==> config.mk <==
export PLATFORM = sky130hd
export DESIGN_NAME = tblm_in_stage
export DESIGN_NICKNAME = d
export VERILOG_FILES = /design/src/hdl/tblm_pkg.sv /design/src/hdl/tblm_in_stage.sv
export SDC_FILE = /design/constraint.sdc
export NUM_CORES = 1
export LEC_CHECK = 0
export ABC_CLOCK_PERIOD_IN_PS = 19700
export BUFFER_PORTS_ARGS = -buffer_cell sky130_fd_sc_hd__buf_2
export CORE_AREA = 2 2 202 204
export CTS_CLUSTER_SIZE = 16
export DETAILED_ROUTE_END_ITERATION = 8
export DIE_AREA = 0 0 204 206
export PLACE_DENSITY = 0.72
export SETUP_SLACK_MARGIN = 0.15
export SYNTH_ARGS = -nofsm -noshare
export SYNTH_HDL_FRONTEND = slang
export SYNTH_SLANG_ARGS = --single-unit
==> constraint.sdc <==
create_clock -name clk -period 19.7 [get_ports clk]
set_input_delay 2.955 -clock clk [delete_from_list [all_inputs] [get_ports clk]]
set_output_delay 2.955 -clock clk [all_outputs]
set_load 0.01 [all_outputs]
==> src/hdl/tblm_pkg.sv <==
// Shared types, constants and bin decision functions for the livetime bin merger.
// No dependencies; every other file imports this package.
`timescale 1ns / 1ps
`default_nettype none

package tblm_pkg;

	localparam int TW   = 52;          // time field width
	localparam int LW   = 32;          // entry livetime width
	localparam int AW   = 40;          // accumulated livetime width
	localparam int IW   = 32;          // entry index width
	localparam int CFGW = 32;          // configuration word width
	localparam int MW   = 8;           // mode width
	localparam int QW   = 16;          // quality width
	localparam int BSW  = 16;          // bin_seconds width
	localparam int USW  = 20;          // width of the microseconds-per-second constant
	localparam int BUW  = 36;          // bin length in microseconds
	localparam int THW  = 53;          // bin start plus bin length
	localparam int NDW  = 54;          // signed entry duration
	localparam int CW   = 55;          // signed width of the length test
	localparam int RMAX = 4;           // most bins closed by one entry
	localparam int RCW  = 3;           // width of a bin count up to RMAX
	localparam int RIW  = 2;           // index into a batch

	localparam logic [USW-1:0] US_PER_SEC   = USW'(1000000);
	localparam logic [BUW-1:0] BIN_US_RESET = BUW'(30000000);
	localparam logic [AW-1:0]  LIVE_MAX     = '1;

	typedef enum logic [2:0] {
		REASON_LENGTH  = 3'd0,
		REASON_CONFIG  = 3'd1,
		REASON_MODE    = 3'd2,
		REASON_QUALITY = 3'd3,
		REASON_DROP    = 3'd4,
		REASON_RESUME  = 3'd5,
		REASON_END     = 3'd6,
		REASON_NONE    = 3'd7
	} reason_t;

	typedef struct packed {
		logic [TW-1:0]   start;
		logic [TW-1:0]   stop;
		logic [LW-1:0]   live;
		logic [CFGW-1:0] cfg;
		logic [MW-1:0]   mode;
		logic [QW-1:0]   qual;
		logic [THW-1:0]  thr;     // start + bin length
		logic [NDW-1:0]  nd;      // stop - start, two's complement
	} entry_t;

	typedef struct packed {
		logic   valid;
		logic   fin;
		entry_t e;
	} stage_t;

	typedef struct packed {
		logic            is_open;
		logic [TW-1:0]   start;
		logic [THW-1:0]  thr;
		logic [CFGW-1:0] cfg;
		logic [MW-1:0]   mode;
		logic [QW-1:0]   qual;
		logic            ref_live;
		logic [AW-1:0]   acc;
		logic [TW-1:0]   last_stop;
		logic [IW-1:0]   first_idx;
	} bin_t;

	typedef struct packed {
		logic [TW-1:0] bin_start;
		logic [TW-1:0] bin_stop;
		logic [AW-1:0] livetime;
		logic [IW-1:0] first_idx;
		reason_t       reason;
		logic          eor;
	} result_t;

	typedef struct packed {
		logic [RCW-1:0]           n;
		result_t [RMAX-1:0]       r;
	} batch_t;

	typedef struct packed {
		bin_t       st;
		logic [1:0] n;
		result_t    r0;
		result_t    r1;
	} judge_t;

	function automatic bin_t open_bin(entry_t e, logic [IW-1:0] idx);
		bin_t b;
		b.is_open   = 1'b1;
		b.start     = e.start;
		b.thr       = e.thr;
		b.cfg       = e.cfg;
		b.mode      = e.mode;
		b.qual      = e.qual;
		b.ref_live  = |e.live;
		b.acc       = '0;
		b.last_stop = '0;
		b.first_idx = idx;
		return b;
	endfunction

	function automatic bin_t include_entry(bin_t b, entry_t e);
		bin_t       o;
		logic [AW:0] s;
		o = b;
		s = {1'b0, b.acc} + {{(AW + 1 - LW){1'b0}}, e.live};
		o.acc       = s[AW] ? LIVE_MAX : s[AW-1:0];
		o.last_stop = e.stop;
		return o;
	endfunction

	function automatic result_t make_result(bin_t b, reason_t why);
		result_t r;
		r.bin_start = b.start;
		r.bin_stop  = b.last_stop;
		r.livetime  = b.acc;
		r.first_idx = b.first_idx;
		r.reason    = why;
		r.eor       = 1'b0;
		return r;
	endfunction

	function automatic reason_t change_reason(bin_t b, entry_t e);
		reason_t why;
		if (e.cfg != b.cfg) begin
			why = REASON_CONFIG;
		end else if (e.mode != b.mode) begin
			why = REASON_MODE;
		end else if (e.qual != b.qual) begin
			why = REASON_QUALITY;
		end else if (!(|e.live) && b.ref_live) begin
			why = REASON_DROP;
		end else if ((|e.live) && !b.ref_live) begin
			why = REASON_RESUME;
		end else begin
			why = REASON_NONE;
		end
		return why;
	endfunction

	// Length test: stop + next duration against bin start + bin length.
	function automatic logic length_hit(logic [CW-1:0] lhs, logic [THW-1:0] thr);
		return $signed(lhs) > $signed({{(CW - THW){1'b0}}, thr});
	endfunction

	// Judge one entry against the open bin; nd is the duration of the entry after it.
	function automatic judge_t judge(bin_t s, entry_t e, logic [IW-1:0] idx,
			logic [NDW-1:0] nd);
		judge_t        j;
		bin_t          b;
		reason_t       why;
		logic [CW-1:0] lhs;
		j   = '0;
		b   = s.is_open ? s : open_bin(e, idx);
		lhs = {{(CW - TW){1'b0}}, e.stop} + {{(CW - NDW){nd[NDW-1]}}, nd};
		if (length_hit(lhs, b.thr)) begin
			b         = include_entry(b, e);
			j.r0      = make_result(b, REASON_LENGTH);
			j.n       = 2'd1;
			b.is_open = 1'b0;
		end else begin
			why = change_reason(b, e);
			if (why != REASON_NONE) begin
				// close without this entry, then reopen at it
				j.r0 = make_result(b, why);
				b    = open_bin(e, idx);
				b    = include_entry(b, e);
				if (length_hit(lhs, b.thr)) begin
					j.r1      = make_result(b, REASON_LENGTH);
					j.n       = 2'd2;
					b.is_open = 1'b0;
				end else begin
					j.n = 2'd1;
				end
			end else begin
				b = include_entry(b, e);
			end
		end
		j.st = b;
		return j;
	endfunction

endpackage

`default_nettype wire

==> src/hdl/tblm_in_stage.sv <==
// Input register and bin length register for the livetime bin merger.
// Precomputes each entry's duration and bin threshold. Depends on tblm_pkg.
`timescale 1ns / 1ps
`default_nettype none

module tblm_in_stage
	import tblm_pkg::*;
(
	input  logic                   clk,
	input  logic                   arst_n,
	input  logic                   in_valid,
	output logic                   in_ready,
	input  logic [TW-1:0]          entry_start,
	input  logic [TW-1:0]          entry_stop,
	input  logic [LW-1:0]          entry_livetime,
	input  logic [CFGW-1:0]        config_id,
	input  logic [MW-1:0]          mode_id,
	input  logic signed [QW-1:0]   quality_flag,
	input  logic                   final_entry,
	input  logic                   cfg_valid,
	output logic                   cfg_ready,
	input  logic [BSW-1:0]         cfg_data,
	input  logic                   advance,
	output stage_t                 stage_s1
);

	logic [BUW-1:0] bin_us_q;
	entry_t         e_in;
	logic           s1_valid_q;
	logic           s1_fin_s1;
	entry_t         s1_entry_s1;

	assign cfg_ready = 1'b1;

	always_ff @(posedge clk or negedge arst_n) begin
		if (!arst_n) begin
			bin_us_q <= BIN_US_RESET;
		end else if (cfg_valid && cfg_ready) begin
			bin_us_q <= BUW'(cfg_data) * BUW'(US_PER_SEC);
		end
	end

	always_comb begin
		e_in.start = entry_start;
		e_in.stop  = entry_stop;
		e_in.live  = entry_livetime;
		e_in.cfg   = config_id;
		e_in.mode  = mode_id;
		e_in.qual  = quality_flag;
		e_in.thr   = {1'b0, entry_start} + {{(THW - BUW){1'b0}}, bin_us_q};
		e_in.nd    = {{(NDW - TW){1'b0}}, entry_stop} - {{(NDW - TW){1'b0}}, entry_start};
	end

	assign in_ready = !s1_valid_q || advance;

	always_ff @(posedge clk or negedge arst_n) begin
		if (!arst_n) begin
			s1_valid_q <= 1'b0;
		end else if (in_ready) begin
			s1_valid_q <= in_valid;
		end
	end

	always_ff @(posedge clk) begin
		if (in_valid && in_ready) begin
			s1_entry_s1 <= e_in;
			s1_fin_s1   <= final_entry;
		end
	end

	assign stage_s1.valid = s1_valid_q;
	assign stage_s1.fin   = s1_fin_s1;
	assign stage_s1.e     = s1_entry_s1;

endmodule

`default_nettype wire

After elaboration in Yosys (flattened, before gate mapping)
Cells that the tools add are included.

Register bits: 331. Input bits: 214. Output and inout port bits: 303. Logic and storage cells: 17.

$add $sub $neg: 2. $mul: 1. Reductions and logical operators: 3.

Operator list (number): adder 52 x 36 -> 53 bit (1); subtractor 52 x 52 -> 53 bit (1); multiplier 16 x 14 -> 30 bit (second input constant) (1); logical AND 1 bit (1); zero test 1 bit (1); logical OR 1 bit (1).

Depth between registers and ports, before layout
Depth in word-level cells: 3. Mapped depth: 19. Depth with buffers taken out: 19.

Worst setup path before layout
No wires, ideal clock.

Kind: in2reg. From: in advance. To: reg s1_fin_s1, enable pin. Library setup time: 693 ps. Arrival: 9827 ps. Required time: 19007 ps. Setup slack: 9180 ps. Cell stages on the path: 2. Path buffers: 0. Path through: nand2b_1 -> and2_1.

Cells in the longest elaborated chain, start to end: 2.

Ends and longest elaborated chain: from (decl) (RTL line tblm_in_stage.sv:23) `input logic advance,`; logical OR 1 bit (RTL line tblm_in_stage.sv:54) `assign in_ready = !s1_valid_q || advance;`; logical AND 1 bit (RTL line tblm_in_stage.sv:65) `if (in_valid && in_ready) begin`; to (signal assigned) (RTL line tblm_in_stage.sv:67) `s1_fin_s1 <= final_entry;`; to (decl) (RTL line tblm_in_stage.sv:30) `logic s1_fin_s1;`.

No other way between the ends. A chain may end at the register's enable or synchronous reset.

Worst setup path in the final report
From: in cfg_data[1]. To: reg bin_us_q[32].

Cells in the longest elaborated chain, start to end: 1.

Ends and longest elaborated chain: from (decl) (RTL line tblm_in_stage.sv:22) `input logic [BSW-1:0] cfg_data,`; multiplier 16 x 14 -> 30 bit (RTL line tblm_in_stage.sv:39) `bin_us_q <= BUW'(cfg_data) * BUW'(US_PER_SEC);`; to (signal assigned) (RTL line tblm_in_stage.sv:39); to (decl) (RTL line tblm_in_stage.sv:27) `logic [BUW-1:0] bin_us_q;`.

No other way between the ends.

==> qor.yml <==
io_buffer_count: 515
dp_hpwl_mm: 47.4
grt_pass1_vias: 14167
arrival_ns: 8.35
outcome: "complete, no violations"
period_share_pct: 40.2
ios: 517
grt_max_degree: 80
drt_wl_total_mm: 57.8
syn_area_per_cell_sq_um: 12.0
place_ws_ns: 11.18
max_freq_mhz: 126
worstPathRequired_ns: 20.12
critPathLaunchType: "input pin"
synth_compound_area_share_pct: 13.1
path_class: "in -> reg"
dp.cells: 2590
power_density_mw_per_mm2: 121
tns_ns: 0
hold_buffers: 0
cts_root_buf: "clkbuf_16"
via_count: 14535
fin_skew_ns: 0.0282
fin_crit_ns: 7.93
syn_inst: 1580
synth.area.mux_share_pct: 1.12
cts_max_level: 2
fin_util_pct: 58.0
synthesis.nets: 2038
fp.dieW_um: 204
hold_violations: 0
synth_xor_xnor_area_share_pct: 4.93
cts_inserted_buffers: 36
peakVddDrop_v: 0.0000622
yosysUniqueCellTypes: 75
endpoint_kind: "flop"
area_growth_pct: 22.6
power.leakage_uw: 0.0105
tritoncts: "done"
clk_pin_slew_worst_paths_ns: 0.06
wl_per_cell_um: 21.8
nets: 2554
cts.repair.resized: 0
grt_pass1_wl_mm: 84.3
grt_overflow: 0
clock-sinks: 324
setup_viol: 0
ant_nets: 0
fillCellCount: 3452
synthFlopType: "edfxtp_1"
insertion_delay_ns: 0.54
worst_pin_slew_ns: 1.13
dieArea_sq_mm: 0.0420
synth_seq_cells: 324
post_cts_buffers: 0
seq_area_sq_mm: 0.00959
setup_ws_ns: 11.77
grtUsageTotal_pct: 26.7
vias_per_cell: 5.47
drc: 0
multi_input_area_sq_mm: 0.00852
rsz0062_at_grt: "false"
min_path_type: "reg -> reg"
max_slew_margin_pct: 24.2
synth.yosys.seq_area_share_pct: 50.5
clockBufferDepth: 3
gp_congestion: 0.974
syn_area_sq_mm: 0.0190
yosys_warnings: 0
async_reset_ff_share_pct: 9.57
synthSimpleGateAreaFrac_pct: 7.30
coreArea_sq_mm: 0.0402
start_util_pct: 47.3
synth_adder_area_share_pct: 18.3
rows: 74
crit_fanout: 7
synth_top_family_by_area: "adder cells"
antenna_found_initial: 7
die_h_um: 206
maxCapViolCount: 0
drtIter0Drc: 1102
drive_above_1_share_pct: 29.3
final_max_slew_viol_count: 0
firstDrtPassIters: 5
finalNonFillerCells: 2658
synth_edf_count: 293
==> worst paths after layout <==
| path | start | to | slack [ns] | cells past startpoint |
|---|---|---|---|---|
| min in group asynchronous | arst_n | bin_us_q[35]$_DFFE_PN0P_ | 2.48 | 1 |
| max | cfg_data[1] | bin_us_q[32]$_DFFE_PN0P_ | 11.77 | 20 |
| max reg2reg | s1_valid_q$_DFFE_PN0N_ | stage_s1[216]$_DFFE_PP_ | 15.99 | 5 |
| min | bin_us_q[23]$_DFFE_PN1P_ | bin_us_q[23]$_DFFE_PN1P_ | 0.49 | 2 |
| max in group asynchronous | arst_n | bin_us_q[21]$_DFFE_PN0P_ | 16.75 | 1 |
| min reg2reg | bin_us_q[23]$_DFFE_PN1P_ | bin_us_q[23]$_DFFE_PN1P_ | 0.49 | 2 |
==> routing by layer <==
metal | track usage [%] | vias to the layer above | part of all wire (%)
met3 | 3.64 | 126 | 6.2
met4 | 11.9 | 4 | 4.7
met2 | 47.7 | 589 | 51
met5 | 0 | - | 0.045
met1 | 32.2 | 7025 | 38
li1 | - | 6791 | -
==> synth_stat cells, drive strengths merged, types with 22 or more instances <==
cell	count	area, sq um
nand3	22	110
xor2	27	236
inv	182	683
xnor2	80	701
edfxtp	293	8800
o21ai	70	354
ha	187	2340
nand2	79	297
o21bai	24	184
nor3	28	140
buf	22	138
a21o	46	345
nor2	69	259
a21oi	123	634
fa	57	1140
==> kinds of logic after synthesis <==
kind of cell | after synthesis
adders and majority gates | 244
DFF | 324
and+or+nand+nor | 285
buffers and inverters | 224
muxes | 19
xor gates and xnor gates | 107
AOI/OAI and AO/OA | 376
other | 1
==> layout make-up <==
type,instances,area share (%)
diodes,3,0.0322
clock buffers,46,4.30
clock inverters,19,0.940
inverters,182,2.93
multi-input cells,1032,36.6
flip-flops and latches,324,41.1
well taps,532,2.86
repair buffers,520,11.2
==> through the flow <==
stage	power (uW)	hold WS [ns]	area [sq um]
after global routing	3010	0.507	23300
after CTS	2820	0.492	23300
final	2810	0.492	23300
after global placement	2100	0.478	22100
after floorplan	1810	0.450	19000
after detailed placement	2120	0.481	22100
==> power by group <==
part	internal (uW)	switching, uW	total [uW]
Sequential	879	33.3	912
Combinational	502	709	1210
Clock	414	275	690
Total	1800	1020	2810
==> worst max-delay path, cell delays in order <==
cell	delay (ns)
buf_2	0.17
inv_1	0.08
fa_1	0.54
inv_1	0.05
fa_1	0.51
fa_1	0.58
fa_1	0.42
ha_1	0.29
inv_1	0.05
fa_1	0.49
inv_1	0.04
ha_1	0.36
nand4_1	0.18
nor4_1	0.29
nor2_1	0.10
a21oi_1	0.37
o21ai_0	0.27
o21ai_0	0.25
xor2_1	0.09
mux2_2	0.27
==> state kept, by name, summed over array words and instances (netlist names) <==
name	flops
bin_us_q	30
s1_fin_s1	1
s1_valid_q	1
stage_s1	292
==> cells in the final DEF, fill, tap and decap left out, drive strengths merged, types with 22 or more instances in the layout <==
cell type  netlist  final
xor2            27     27
fa              57     57
edfxtp         293    293
a21o            46     46
nand2           79     79
a21oi          123    123
o21bai          24     24
clkbuf          20     46
nand3           22     22
buf             22    520
xnor2           80     80
inv            182    183
nor3            28     28
ha             187    187
o21ai           70     70
nor2            69     69
No activity file was read; power rests on OpenSTA's default activity.
