[src/hdl/tblm_pkg.sv]
// Shared types, constants and bin decision functions for the livetime bin merger.
// No dependencies; every other file imports this package.
`timescale 1ns / 1ps
`default_nettype none

package tblm_pkg;

	localparam int TW   = 52;          // time field width
	localparam int LW   = 32;          // entry livetime width
	localparam int AW   = 40;          // accumulated livetime width
	localparam int IW   = 32;          // entry index width
	localparam int CFGW = 32;          // configuration word width
	localparam int MW   = 8;           // mode width
	localparam int QW   = 16;          // quality width
	localparam int BSW  = 16;          // bin_seconds width
	localparam int USW  = 20;          // width of the microseconds-per-second constant
	localparam int BUW  = 36;          // bin length in microseconds
	localparam int THW  = 53;          // bin start plus bin length
	localparam int NDW  = 54;          // signed entry duration
	localparam int CW   = 55;          // signed width of the length test
	localparam int RMAX = 4;           // most bins closed by one entry
	localparam int RCW  = 3;           // width of a bin count up to RMAX
	localparam int RIW  = 2;           // index into a batch

	localparam logic [USW-1:0] US_PER_SEC   = USW'(1000000);
	localparam logic [BUW-1:0] BIN_US_RESET = BUW'(30000000);
	localparam logic [AW-1:0]  LIVE_MAX     = '1;

	typedef enum logic [2:0] {
		REASON_LENGTH  = 3'd0,
		REASON_CONFIG  = 3'd1,
		REASON_MODE    = 3'd2,
		REASON_QUALITY = 3'd3,
		REASON_DROP    = 3'd4,
		REASON_RESUME  = 3'd5,
		REASON_END     = 3'd6,
		REASON_NONE    = 3'd7
	} reason_t;

	typedef struct packed {
		logic [TW-1:0]   start;
		logic [TW-1:0]   stop;
		logic [LW-1:0]   live;
		logic [CFGW-1:0] cfg;
		logic [MW-1:0]   mode;
		logic [QW-1:0]   qual;
		logic [THW-1:0]  thr;     // start + bin length
		logic [NDW-1:0]  nd;      // stop - start, two's complement
	} entry_t;

	typedef struct packed {
		logic   valid;
		logic   fin;
		entry_t e;
	} stage_t;

	typedef struct packed {
		logic            is_open;
		logic [TW-1:0]   start;
		logic [THW-1:0]  thr;
		logic [CFGW-1:0] cfg;
		logic [MW-1:0]   mode;
		logic [QW-1:0]   qual;
		logic            ref_live;
		logic [AW-1:0]   acc;
		logic [TW-1:0]   last_stop;
		logic [IW-1:0]   first_idx;
	} bin_t;

	typedef struct packed {
		logic [TW-1:0] bin_start;
		logic [TW-1:0] bin_stop;
		logic [AW-1:0] livetime;
		logic [IW-1:0] first_idx;
		reason_t       reason;
		logic          eor;
	} result_t;

	typedef struct packed {
		logic [RCW-1:0]           n;
		result_t [RMAX-1:0]       r;
	} batch_t;

	typedef struct packed {
		bin_t       st;
		logic [1:0] n;
		result_t    r0;
		result_t    r1;
	} judge_t;

	function automatic bin_t open_bin(entry_t e, logic [IW-1:0] idx);
		bin_t b;
		b.is_open   = 1'b1;
		b.start     = e.start;
		b.thr       = e.thr;
		b.cfg       = e.cfg;
		b.mode      = e.mode;
		b.qual      = e.qual;
		b.ref_live  = |e.live;
		b.acc       = '0;
		b.last_stop = '0;
		b.first_idx = idx;
		return b;
	endfunction

	function automatic bin_t include_entry(bin_t b, entry_t e);
		bin_t       o;
		logic [AW:0] s;
		o = b;
		s = {1'b0, b.acc} + {{(AW + 1 - LW){1'b0}}, e.live};
		o.acc       = s[AW] ? LIVE_MAX : s[AW-1:0];
		o.last_stop = e.stop;
		return o;
	endfunction

	function automatic result_t make_result(bin_t b, reason_t why);
		result_t r;
		r.bin_start = b.start;
		r.bin_stop  = b.last_stop;
		r.livetime  = b.acc;
		r.first_idx = b.first_idx;
		r.reason    = why;
		r.eor       = 1'b0;
		return r;
	endfunction

	function automatic reason_t change_reason(bin_t b, entry_t e);
		reason_t why;
		if (e.cfg != b.cfg) begin
			why = REASON_CONFIG;
		end else if (e.mode != b.mode) begin
			why = REASON_MODE;
		end else if (e.qual != b.qual) begin
			why = REASON_QUALITY;
		end else if (!(|e.live) && b.ref_live) begin
			why = REASON_DROP;
		end else if ((|e.live) && !b.ref_live) begin
			why = REASON_RESUME;
		end else begin
			why = REASON_NONE;
		end
		return why;
	endfunction

	// Length test: stop + next duration against bin start + bin length.
	function automatic logic length_hit(logic [CW-1:0] lhs, logic [THW-1:0] thr);
		return $signed(lhs) > $signed({{(CW - THW){1'b0}}, thr});
	endfunction

	// Judge one entry against the open bin; nd is the duration of the entry after it.
	function automatic judge_t judge(bin_t s, entry_t e, logic [IW-1:0] idx,
			logic [NDW-1:0] nd);
		judge_t        j;
		bin_t          b;
		reason_t       why;
		logic [CW-1:0] lhs;
		j   = '0;
		b   = s.is_open ? s : open_bin(e, idx);
		lhs = {{(CW - TW){1'b0}}, e.stop} + {{(CW - NDW){nd[NDW-1]}}, nd};
		if (length_hit(lhs, b.thr)) begin
			b         = include_entry(b, e);
			j.r0      = make_result(b, REASON_LENGTH);
			j.n       = 2'd1;
			b.is_open = 1'b0;
		end else begin
			why = change_reason(b, e);
			if (why != REASON_NONE) begin
				// close without this entry, then reopen at it
				j.r0 = make_result(b, why);
				b    = open_bin(e, idx);
				b    = include_entry(b, e);
				if (length_hit(lhs, b.thr)) begin
					j.r1      = make_result(b, REASON_LENGTH);
					j.n       = 2'd2;
					b.is_open = 1'b0;
				end else begin
					j.n = 2'd1;
				end
			end else begin
				b = include_entry(b, e);
			end
		end
		j.st = b;
		return j;
	endfunction

endpackage

`default_nettype wire

[src/hdl/tblm_out_bank.sv]
// Result register bank: holds one batch of closed bins and shifts them out one per transfer.
// Depends on tblm_pkg.
`timescale 1ns / 1ps
`default_nettype none

module tblm_out_bank
	import tblm_pkg::*;
(
	input  logic    clk,
	input  logic    arst_n,
	input  batch_t  batch,
	input  logic    advance,
	output logic    room,
	input  logic    out_ready,
	output logic    out_valid,
	output result_t head
);

	logic [RCW-1:0]     cnt_q;
	result_t [RMAX-1:0] slot_q;
	logic               take;
	logic               load;

	assign out_valid = cnt_q != '0;
	assign take      = out_valid && out_ready;
	assign room      = (cnt_q == '0) || ((cnt_q == RCW'(1)) && take);
	assign load      = advance && (batch.n != '0);
	assign head      = slot_q[0];

	always_ff @(posedge clk or negedge arst_n) begin
		if (!arst_n) begin
			cnt_q <= '0;
		end else if (load) begin
			cnt_q <= batch.n;
		end else if (take) begin
			cnt_q <= cnt_q - RCW'(1);
		end
	end

	always_ff @(posedge clk) begin
		if (load) begin
			slot_q <= batch.r;
		end else if (take) begin
			// shift the remaining bins toward the head
			for (int k = 0; k < RMAX - 1; k++) begin
				slot_q[k] <= slot_q[k + 1];
			end
		end
	end

endmodule

`default_nettype wire

[config.mk]
export PLATFORM = sky130hd
export DESIGN_NAME = tblm_out_bank
export DESIGN_NICKNAME = d
export VERILOG_FILES = /design/src/hdl/tblm_pkg.sv /design/src/hdl/tblm_out_bank.sv
export SDC_FILE = /design/constraint.sdc
export NUM_CORES = 1
export LEC_CHECK = 0
export BUFFER_PORTS_ARGS = -buffer_cell sky130_fd_sc_hd__buf_4
export CAP_MARGIN = 20
export CORE_AREA = 2 2 350 352
export CTS_BUF_LIST = sky130_fd_sc_hd__clkbuf_8
export DETAILED_ROUTE_END_ITERATION = 12
export DIE_AREA = 0 0 352 354
export SLEW_MARGIN = 0
export SYNTH_ARGS = -nofsm -noshare
export SYNTH_HDL_FRONTEND = slang
export SYNTH_SLANG_ARGS = --single-unit
export TNS_END_PERCENT = 10
[constraint.sdc]
create_clock -name clk -period 20.2 [get_ports clk]
set_clock_uncertainty 0.15 [all_clocks]
set_input_delay 2.02 -clock clk [delete_from_list [all_inputs] [get_ports clk]]
set_output_delay 2.02 -clock clk [all_outputs]
set_load 0.01 [all_outputs]
---- After elaboration in Yosys (flattened, before gate mapping) ----
Cells that the tools add are included.
word-level totals
  flip-flop bits (word level) ............. 723
  output and inout bits ................... 182
cells by class
  multiplexer cells ....................... 4
  reduce and logical (&&, ||, !) cells .... 8
  $add $sub $neg .......................... 1
  eq/ne operators ......................... 1
operators by type and width
  cell                 number
  $mux 540             2
  $mux 3               2
  $reduce_bool 3->1    2
  $eq 3x1->1 const B   1
  $logic_and 1x1->1    3
  $logic_not 3->1      1
  $sub 3x1->3 const B  1
  $reduce_bool 2->1    1
  $logic_or 1x1->1     1

---- Logic depth before layout (Yosys ltp) ----
Gate-level depths: netlist (run 1).
  word-level depth ........................ 4
  mapped depth ............................ 8
  depth with buffers taken out ............ 5

---- Least setup slack after synthesis (run 1) ----
Ideal clock, no wire load.
  path type ............................... input port to flip-flop
  start point ............................. input port batch[720] in the netlist's numbering
  end point ............................... register slot_q (netlist bit head[0]) (enable)
  data arrival time ....................... 12.948 ns
  data required time ...................... 19.163 ns
  path slack .............................. 6.215 ns
  stages .................................. 6
  setup time .............................. 0.887 ns
  path through ............................ o31ai_1 > buf_2 > inv_2 > buf_2 > a21oi_1 > inv_1
on the way
  word-level cells in the longest chain between the ends .. 3
RTL lines
  item                                RTL line             RTL
  start, declared                     tblm_out_bank.sv:11  input batch_t batch,
  $reduce_bool 3->1                   tblm_out_bank.sv:27  assign load = advance && (batch.n != '0);
  $logic_and 1x1->1                   tblm_out_bank.sv:27
  $reduce_bool 2->1 (no source line)  n/a
  end signal, assigned                tblm_out_bank.sv:42  slot_q <= batch.r;
  end signal, assigned by index       tblm_out_bank.sv:46  slot_q[k] <= slot_q[k + 1];
  end, declared                       tblm_out_bank.sv:20  result_t [RMAX-1:0] slot_q;
Every way passes these cells.
A chain may end at the register's enable or synchronous reset.

---- Worst setup path in the final report (run 1) ----
  start point ............................. input port advance
  end point ............................... register slot_q[488] in the netlist's numbering (enable)
on the way
  word-level cells in the longest chain between the ends .. 2
RTL lines
  item                                RTL line             RTL
  start, declared                     tblm_out_bank.sv:12  input logic advance,
  $logic_and 1x1->1                   tblm_out_bank.sv:27
  $reduce_bool 2->1 (no source line)  n/a
Every way passes these cells.

==> results of run 1 <==
==> Yosys cell counts <==
cell type / number
sky130_fd_sc_hd__inv_2: 1
sky130_fd_sc_hd__nor2_1: 2
sky130_fd_sc_hd__a221o_1: 1
sky130_fd_sc_hd__a2bb2oi_1: 1
sky130_fd_sc_hd__nand2_1: 1623
sky130_fd_sc_hd__inv_1: 3
sky130_fd_sc_hd__o31ai_1: 1
sky130_fd_sc_hd__a21oi_1: 2
sky130_fd_sc_hd__mux2i_1: 1
sky130_fd_sc_hd__nand4_1: 1
sky130_fd_sc_hd__nand2b_1: 1
sky130_fd_sc_hd__and2_1: 1
sky130_fd_sc_hd__ha_1: 3
sky130_fd_sc_hd__clkbuf_1: 10
sky130_fd_sc_hd__buf_2: 106
sky130_fd_sc_hd__buf_4: 180
sky130_fd_sc_hd__o211ai_1: 1
sky130_fd_sc_hd__and3_1: 1
sky130_fd_sc_hd__buf_6: 3
sky130_fd_sc_hd__edfxtp_1: 720
sky130_fd_sc_hd__buf_1: 1
sky130_fd_sc_hd__o21ai_0: 1
sky130_fd_sc_hd__a31oi_1: 1
sky130_fd_sc_hd__dfrtp_1: 3
==> tightest hold or removal path: cells and delay by family (launching register included) <==
family,cells,cell delay (ps)
simple gates,2,90
flops,1,320
==> state kept, by name, indices dropped and copies added, names as in the netlist <==
signal / count
slot_q: 540
head: 180
cnt_q: 3
==> cells in the final DEF (no fill, tap or decap), types with 2 or more instances in the layout <==
cell type	instances
sky130_fd_sc_hd__a21oi_1	2
sky130_fd_sc_hd__buf_12	2
sky130_fd_sc_hd__buf_4	925
sky130_fd_sc_hd__bufinv_16	2
sky130_fd_sc_hd__clkbuf_8	134
sky130_fd_sc_hd__clkinv_1	27
sky130_fd_sc_hd__clkinv_2	10
sky130_fd_sc_hd__clkinvlp_4	7
sky130_fd_sc_hd__dfrtp_1	3
sky130_fd_sc_hd__diode_2	9
sky130_fd_sc_hd__edfxtp_1	720
sky130_fd_sc_hd__ha_1	3
sky130_fd_sc_hd__inv_1	41
sky130_fd_sc_hd__inv_6	3
sky130_fd_sc_hd__inv_8	4
sky130_fd_sc_hd__nand2_1	1623
sky130_fd_sc_hd__nor2_1	2
==> through the flow <==
| step | utilization [%] | setup slack (ps) |
|---|---|---|
| floorplan | - | 6215 |
| global placement | 30.59 | 12790 |
| detailed placement | 30.59 | 12740 |
| CTS | 32.50 | 13650 |
| global route | 32.52 | 13350 |
| finish | 32.52 | 13650 |
==> final timing paths <==
kind | from | endpoint
min | slot_q[293]$_DFFE_PP_ | head[113]$_DFFE_PP_
min in group asynchronous | arst_n | cnt_q[2]$_DFFE_PN0P_
max reg2reg | cnt_q[0]$_DFFE_PN0P_ | slot_q[488]$_DFFE_PP_
max in group asynchronous | arst_n | cnt_q[0]$_DFFE_PN0P_
max | advance | slot_q[488]$_DFFE_PP_
min reg2reg | slot_q[293]$_DFFE_PP_ | head[113]$_DFFE_PP_
==> kinds of logic after synthesis <==
family	after synthesis	share of synthesized area [%]
simple gates	1629	20.49
compound gates	8	0.1842
mux	1	0.03348
fa+ha+maj	3	0.1256
buf+inv	304	6.596
flops	723	72.57
==> cell type report <==
| type | count | area (µm²) | share of cell area (%) |
|---|---|---|---|
| flip-flops and latches | 723 | 21700 | 55.18 |
| repair buffers | 927 | 6984 | 17.76 |
| multi-input cells | 1641 | 6241 | 15.87 |
| well taps | 1625 | 2033 | 5.171 |
| clock buffers | 134 | 1844 | 4.691 |
| clock inverters | 91 | 467.9 | 1.190 |
| inverters | 4 | 30.03 | 0.07637 |
| diodes | 9 | 22.52 | 0.05728 |
==> power by group <==
part / switching, µW / internal, µW / total [µW] / leakage (µW)
combinational: 267 / 211 / 478 / 0.00930
clock: 623 / 642 / 1260 / 0.00131
sequential: 62.3 / 1890 / 1960 / 0.00733
total: 953 / 2750 / 3700 / 0.0179
==> layer usage <==
| metal | track usage (%) | part of all wire (%) |
|---|---|---|
| met5 | 0 | 0.026 |
| met4 | 6.386 | 3.2 |
| met3 | 5.082 | 8.6 |
| met2 | 22.35 | 48 |
| met1 | 16.76 | 41 |
==> qor.tcl, run 1 <==
set qor(holdWs_ps) 322.4
set qor(synth_top_cell_area_share_pct) 72.32
set qor(fillCellCount) 12450
set qor(critPathBufInv) 7
set qor(worst_skew_pair.late_latency_ps) 840
set qor(timing.reg2reg.worst_path_depth) 8
set qor(post-place-cells) 4920
set qor(clockBufferDepth) 3
set qor(worstHoldPathType) {reg -> reg}
set qor(cts_htree_levels) 4
set qor(result_of_the_run) {finished clean}
set qor(clock-root-buffer) {sky130_fd_sc_hd__clkbuf_8}
set qor(synth-seq-area-share_pct) 72.57
set qor(detailedPlacementHpwl_um) 64220
set qor(row_count) 128
set qor(power_density_over_the_cells_mw_per_mm2) 94.09
set qor(setup_viol) 0
set qor(dieArea_mm2) 0.1246
set qor(routabilityCongestion) 0.8946
set qor(timing.critical_path.mode_cell) {sky130_fd_sc_hd__buf_4}
set qor(timing.final.crit_share_pct) 32.43
set qor(worstSetupEndpointType) {register}
set qor(post-route-drc-count) 0
set qor(synthesis.nets) 3398
set qor(timing_worst_slew_pin_value_ps) 1110
set qor(synthCells) 2668
set qor(ys_types) 24
set qor(slew_viol_final) 0
set qor(post-synth-top-area-cell) {sky130_fd_sc_hd__edfxtp_1}
set qor(synth.top_cells.by_area) {sky130_fd_sc_hd__edfxtp_1 72%, sky130_fd_sc_hd__nand2_1 20%, sky130_fd_sc_hd__buf_4 4.5%, sky130_fd_sc_hd__buf_2 1.8%, sky130_fd_sc_hd__dfrtp_1 0.25%}
set qor(buffer_ports.inserted) 908
set qor(fp.coreArea_mm2) 0.1209
set qor(routed_wirelength_um) 89590
set qor(crit_path_max_incr_delay_ps) 850
set qor(synthesis.yosys.warnings) 0
set qor(route.detailed.vias_per_inst) 3.997
set qor(grt_first_pass_wirelength_um) 128800
set qor(dr.first_iter.drc_count) 1589
set qor(timing.critical_path.depth) 9
set qor(crit_required_ps) 20480
set qor(drive_above_1_share_pct) 30.94
set qor(category_of_the_critical_setup_timing_path) {in -> reg}
set qor(path_max_fanout) 128
set qor(leakage_uw) 0.01793
set qor(globalRouteOverflowTotal) 0
set qor(slowest_cell_on_the_critical_path) {sky130_fd_sc_hd__buf_4}
set qor(min_delay_path_depth) 2
set qor(ant_nets) 0
set qor(tritoncts) {yes}
set qor(antenna_found_initial) 13
set qor(synth.ff_latch_count) 723
set qor(worst_setup_hold_path_clk_slew_ps) 60
set qor(finish.net_count) 4158
set qor(finalWorstPathRequiredPeriod_ps) 6550
set qor(timing_hold_violations_final) 0
set qor(detail_route.first_pass.iterations) 5
set qor(grt_usage_pct) 13.96
set qor(fin_setup_tns_ps) 0
set qor(report.power.total_uw) 3700
set qor(cts_resized) 0
set qor(cap_viol_max_count) 0
set qor(layout-area-overhead-vs-synth_pct) 31.52
set qor(cts_made_buffers) 131
set qor(arrival_ps) 6830
set qor(critPathTopFamily) {buffers and inverters}
set qor(holdBufCountCts) 0
set qor(ff2ff_setup_slack_ps) 15110
set qor(routed_vias) 20600
set qor(final_cell_count_no_fill) 5154
set qor(design_area_mm2) 0.03932
set qor(cts_post_setup_buffers_inserted) 0
set qor(vdd_ir_drop_max_mv) 0.05940
set qor(path_cells) {buf_4 > o31ai_4 > buf_4 > inv_8 > a21oi_1 > inv_8 > buf_4 > buf_4 > buf_4}
set qor(grt_start_max_net_pins) 181
set qor(pin_count) 909
set qor(die_y_um) 354
set qor(placed_instance_area_mm2) 0.03698
set qor(start_util_pct) 24.72
set qor(setup_repair_after_global_routing_missed_its_margin) {no}
set qor(max-slew-margin-rel_pct) 26.02
set qor(post_synth_instance_area_mm2) 0.02989
set qor(routedWlPerCell_um) 17.38
set qor(vias_in_the_first_global_route) 20590
set qor(synth_area_per_cell_um2) 11.20
set qor(cp-start-kind) {input port}
set qor(die_x_um) 352
set qor(fmax_mhz) 152.7
set qor(cts_sinks) 723
Power figures use the tool's default switching activity.
==> run 2: changes to the inputs <==
Settings changed: CORE_AREA 2 2 350 352 to 2 2 352 354, DIE_AREA 0 0 352 354 to 0 0 354 356.
Clock period 20.2 ns to 6.7 ns, I/O delays scaled along.
==> qor.tcl, run 2 (synthesis results as in run 1) <==
set qor(result_of_the_run) {finished clean}
set qor(path_max_fanout) 144
set qor(placement.setup.worst_slack_ps) 2622
set qor(dieArea_mm2) 0.1260
set qor(critPathTopFamily) {buffers and inverters}
set qor(timing.critical_path.mode_cell) {sky130_fd_sc_hd__buf_4}
set qor(buffer_ports.inserted) 908
set qor(drive_above_1_share_pct) 25.79
set qor(power_density_over_the_cells_mw_per_mm2) 251.2
set qor(ant_nets) 0
set qor(critPathBufInv) 6
set qor(crit_path_max_incr_delay_ps) 710
set qor(grt_start_max_net_pins) 212
set qor(grt_first_pass_wirelength_um) 149100
set qor(most_used_cells_in_the_layout_excluding_fill_and_tap_cells) {1,623 x sky130_fd_sc_hd__nand2_1, 923 x sky130_fd_sc_hd__buf_4, 720 x sky130_fd_sc_hd__edfxtp_1}
set qor(worstHoldPathType) {in -> reg}
set qor(cts_sinks) 723
set qor(row_count) 129
set qor(cts_resized) 0
set qor(setup_repair_after_global_routing_missed_its_margin) {no}
set qor(die_x_um) 354
set qor(finalWorstPathRequiredPeriod_ps) 3707
set qor(largest_register_ff_count) 540
set qor(start_util_pct) 24.37
set qor(antenna_found_initial) 22
set qor(worstSetupEndpointType) {register}
set qor(timing.final.crit_share_pct) 55.33
set qor(timing_hold_violations_final) 0
set qor(category_of_the_critical_setup_timing_path) {in -> reg}
set qor(routedWlPerCell_um) 17.57
set qor(routabilityCongestion) 0.8586
set qor(holdWs_ps) 129.1
set qor(worst_skew_pair.late_latency_ps) 800
set qor(fp.coreArea_mm2) 0.1227
set qor(route.detailed.vias_per_inst) 4.136
set qor(cap_viol_max_count) 0
set qor(finish.net_count) 4875
set qor(leakage_uw) 0.02097
set qor(worst_slack_ps) 2993
set qor(tritoncts) {yes}
set qor(post-route-drc-count) 0
set qor(pin_count) 909
set qor(final_common_cell) {sky130_fd_sc_hd__nand2_1}
set qor(clock-root-buffer) {sky130_fd_sc_hd__clkbuf_8}
set qor(globalRouteOverflowTotal) 0
set qor(die_y_um) 356
set qor(dr.first_iter.drc_count) 2168
set qor(cts_htree_levels) 4
set qor(setup_viol) 0
set qor(placed_instance_area_mm2) 0.03711
set qor(design_area_mm2) 0.04663
set qor(fmax_mhz) 269.7
set qor(max-slew-margin-rel_pct) 19.27
set qor(slew_viol_final) 0
set qor(layout-area-overhead-vs-synth_pct) 55.97
set qor(detailedPlacementHpwl_um) 68650
set qor(fin_setup_tns_ps) 0
set qor(arrival_ps) 4080
set qor(path_cells) {dlygate4sd3_1 > buf_4 > o31ai_4 > inv_8 > a21oi_4 > clkinvlp_4 > buf_12 > buf_4}
set qor(worst_setup_hold_path_clk_slew_ps) 60
set qor(crit_required_ps) 7070
set qor(cts_made_buffers) 133
set qor(clockBufferDepth) 3
set qor(vias_in_the_first_global_route) 25090
set qor(detail_route.first_pass.iterations) 6
set qor(cts_post_setup_buffers_inserted) 0
set qor(cp-start-kind) {input port}
set qor(max_flop_register) {slot_q}
set qor(routed_wirelength_um) 103300
set qor(slowest_cell_on_the_critical_path) {sky130_fd_sc_hd__clkinvlp_4}
set qor(vdd_ir_drop_max_mv) 0.1591
set qor(grt_usage_pct) 15.75
set qor(report.power.total_uw) 11710
set qor(routed_vias) 24320
set qor(timing_worst_slew_pin_value_ps) 1211
[run 2: cell types whose count changed in the layout (fill, tap and decap cells not counted), sizes merged]
cell and delta:
inv +2, clkinvlp -2, buf +4, bufinv +2, clkinv -7, diode +3
dlygate4sd3 +711
[run 2: final timing paths]
path	startpoint	to	depth (start not counted)	slack (ps)
hold reg to reg	slot_q[199]$_DFFE_PP_	head[19]$_DFFE_PP_	2	340
min in group asynchronous	arst_n	cnt_q[0]$_DFFE_PN0P_	3	660
max in group asynchronous	arst_n	cnt_q[2]$_DFFE_PN0P_	3	5550
hold / removal	out_ready	cnt_q[0]$_DFFE_PN0P_	3	130
setup reg to reg	cnt_q[0]$_DFFE_PN0P_	slot_q[416]$_DFFE_PP_	7	3190
setup / recovery	batch[722]	slot_q[416]$_DFFE_PP_	8	2990
[run 2: through the flow]
stage,cells,utilization [%]
2_1_floorplan,2668,-
3_3_place_gp,4936,30.25
3_5_place_dp,4936,30.25
4_1_cts,5867,37.99
5_1_grt,5878,38.01
6_report,5879,38.01
[run 2: worst register-to-register path: cells and delay by family, from the launching register on]
kind,cells,cell delay [ps]
buffers and inverters,4,1950
DFF,1,450
AOI/OAI and AO/OA,1,260
and+or+nand+nor,1,230
adders and majority gates,1,190
[run 2: timing repair]
| action | 4_1_cts | 5_1_grt |
|---|---|---|
| hold buffers | 711 | 0 |
| endpoints found under the hold margin | 712 | 0 |
| setup endpoints to repair | 0 | 0 |
[run 2: final cells by class]
type | instances | area, µm²
clock buffer | 134 | 1844
antenna | 12 | 30.03
fill | 11550 | 76040
inverter | 4 | 26.28
multi-input combinational | 1641 | 6252
clock inverter | 86 | 523.0
tap | 1637 | 2048
timing repair buffer | 1642 | 14210
sequential | 723 | 21700
[run 2: report_power, final]
group	internal (µW)	leakage [µW]	switching, µW	total, µW
Clock	2020	0.00134	1900	3920
Combinational	919	0.0123	931	1850
Sequential	5710	0.00733	229	5940
[run 2: routing by layer]
layer,GRT usage (%),routed length [µm]
met5,0,55
met4,7.339,4227
met3,4.487,8149
met2,25.78,49970
met1,19.17,40890
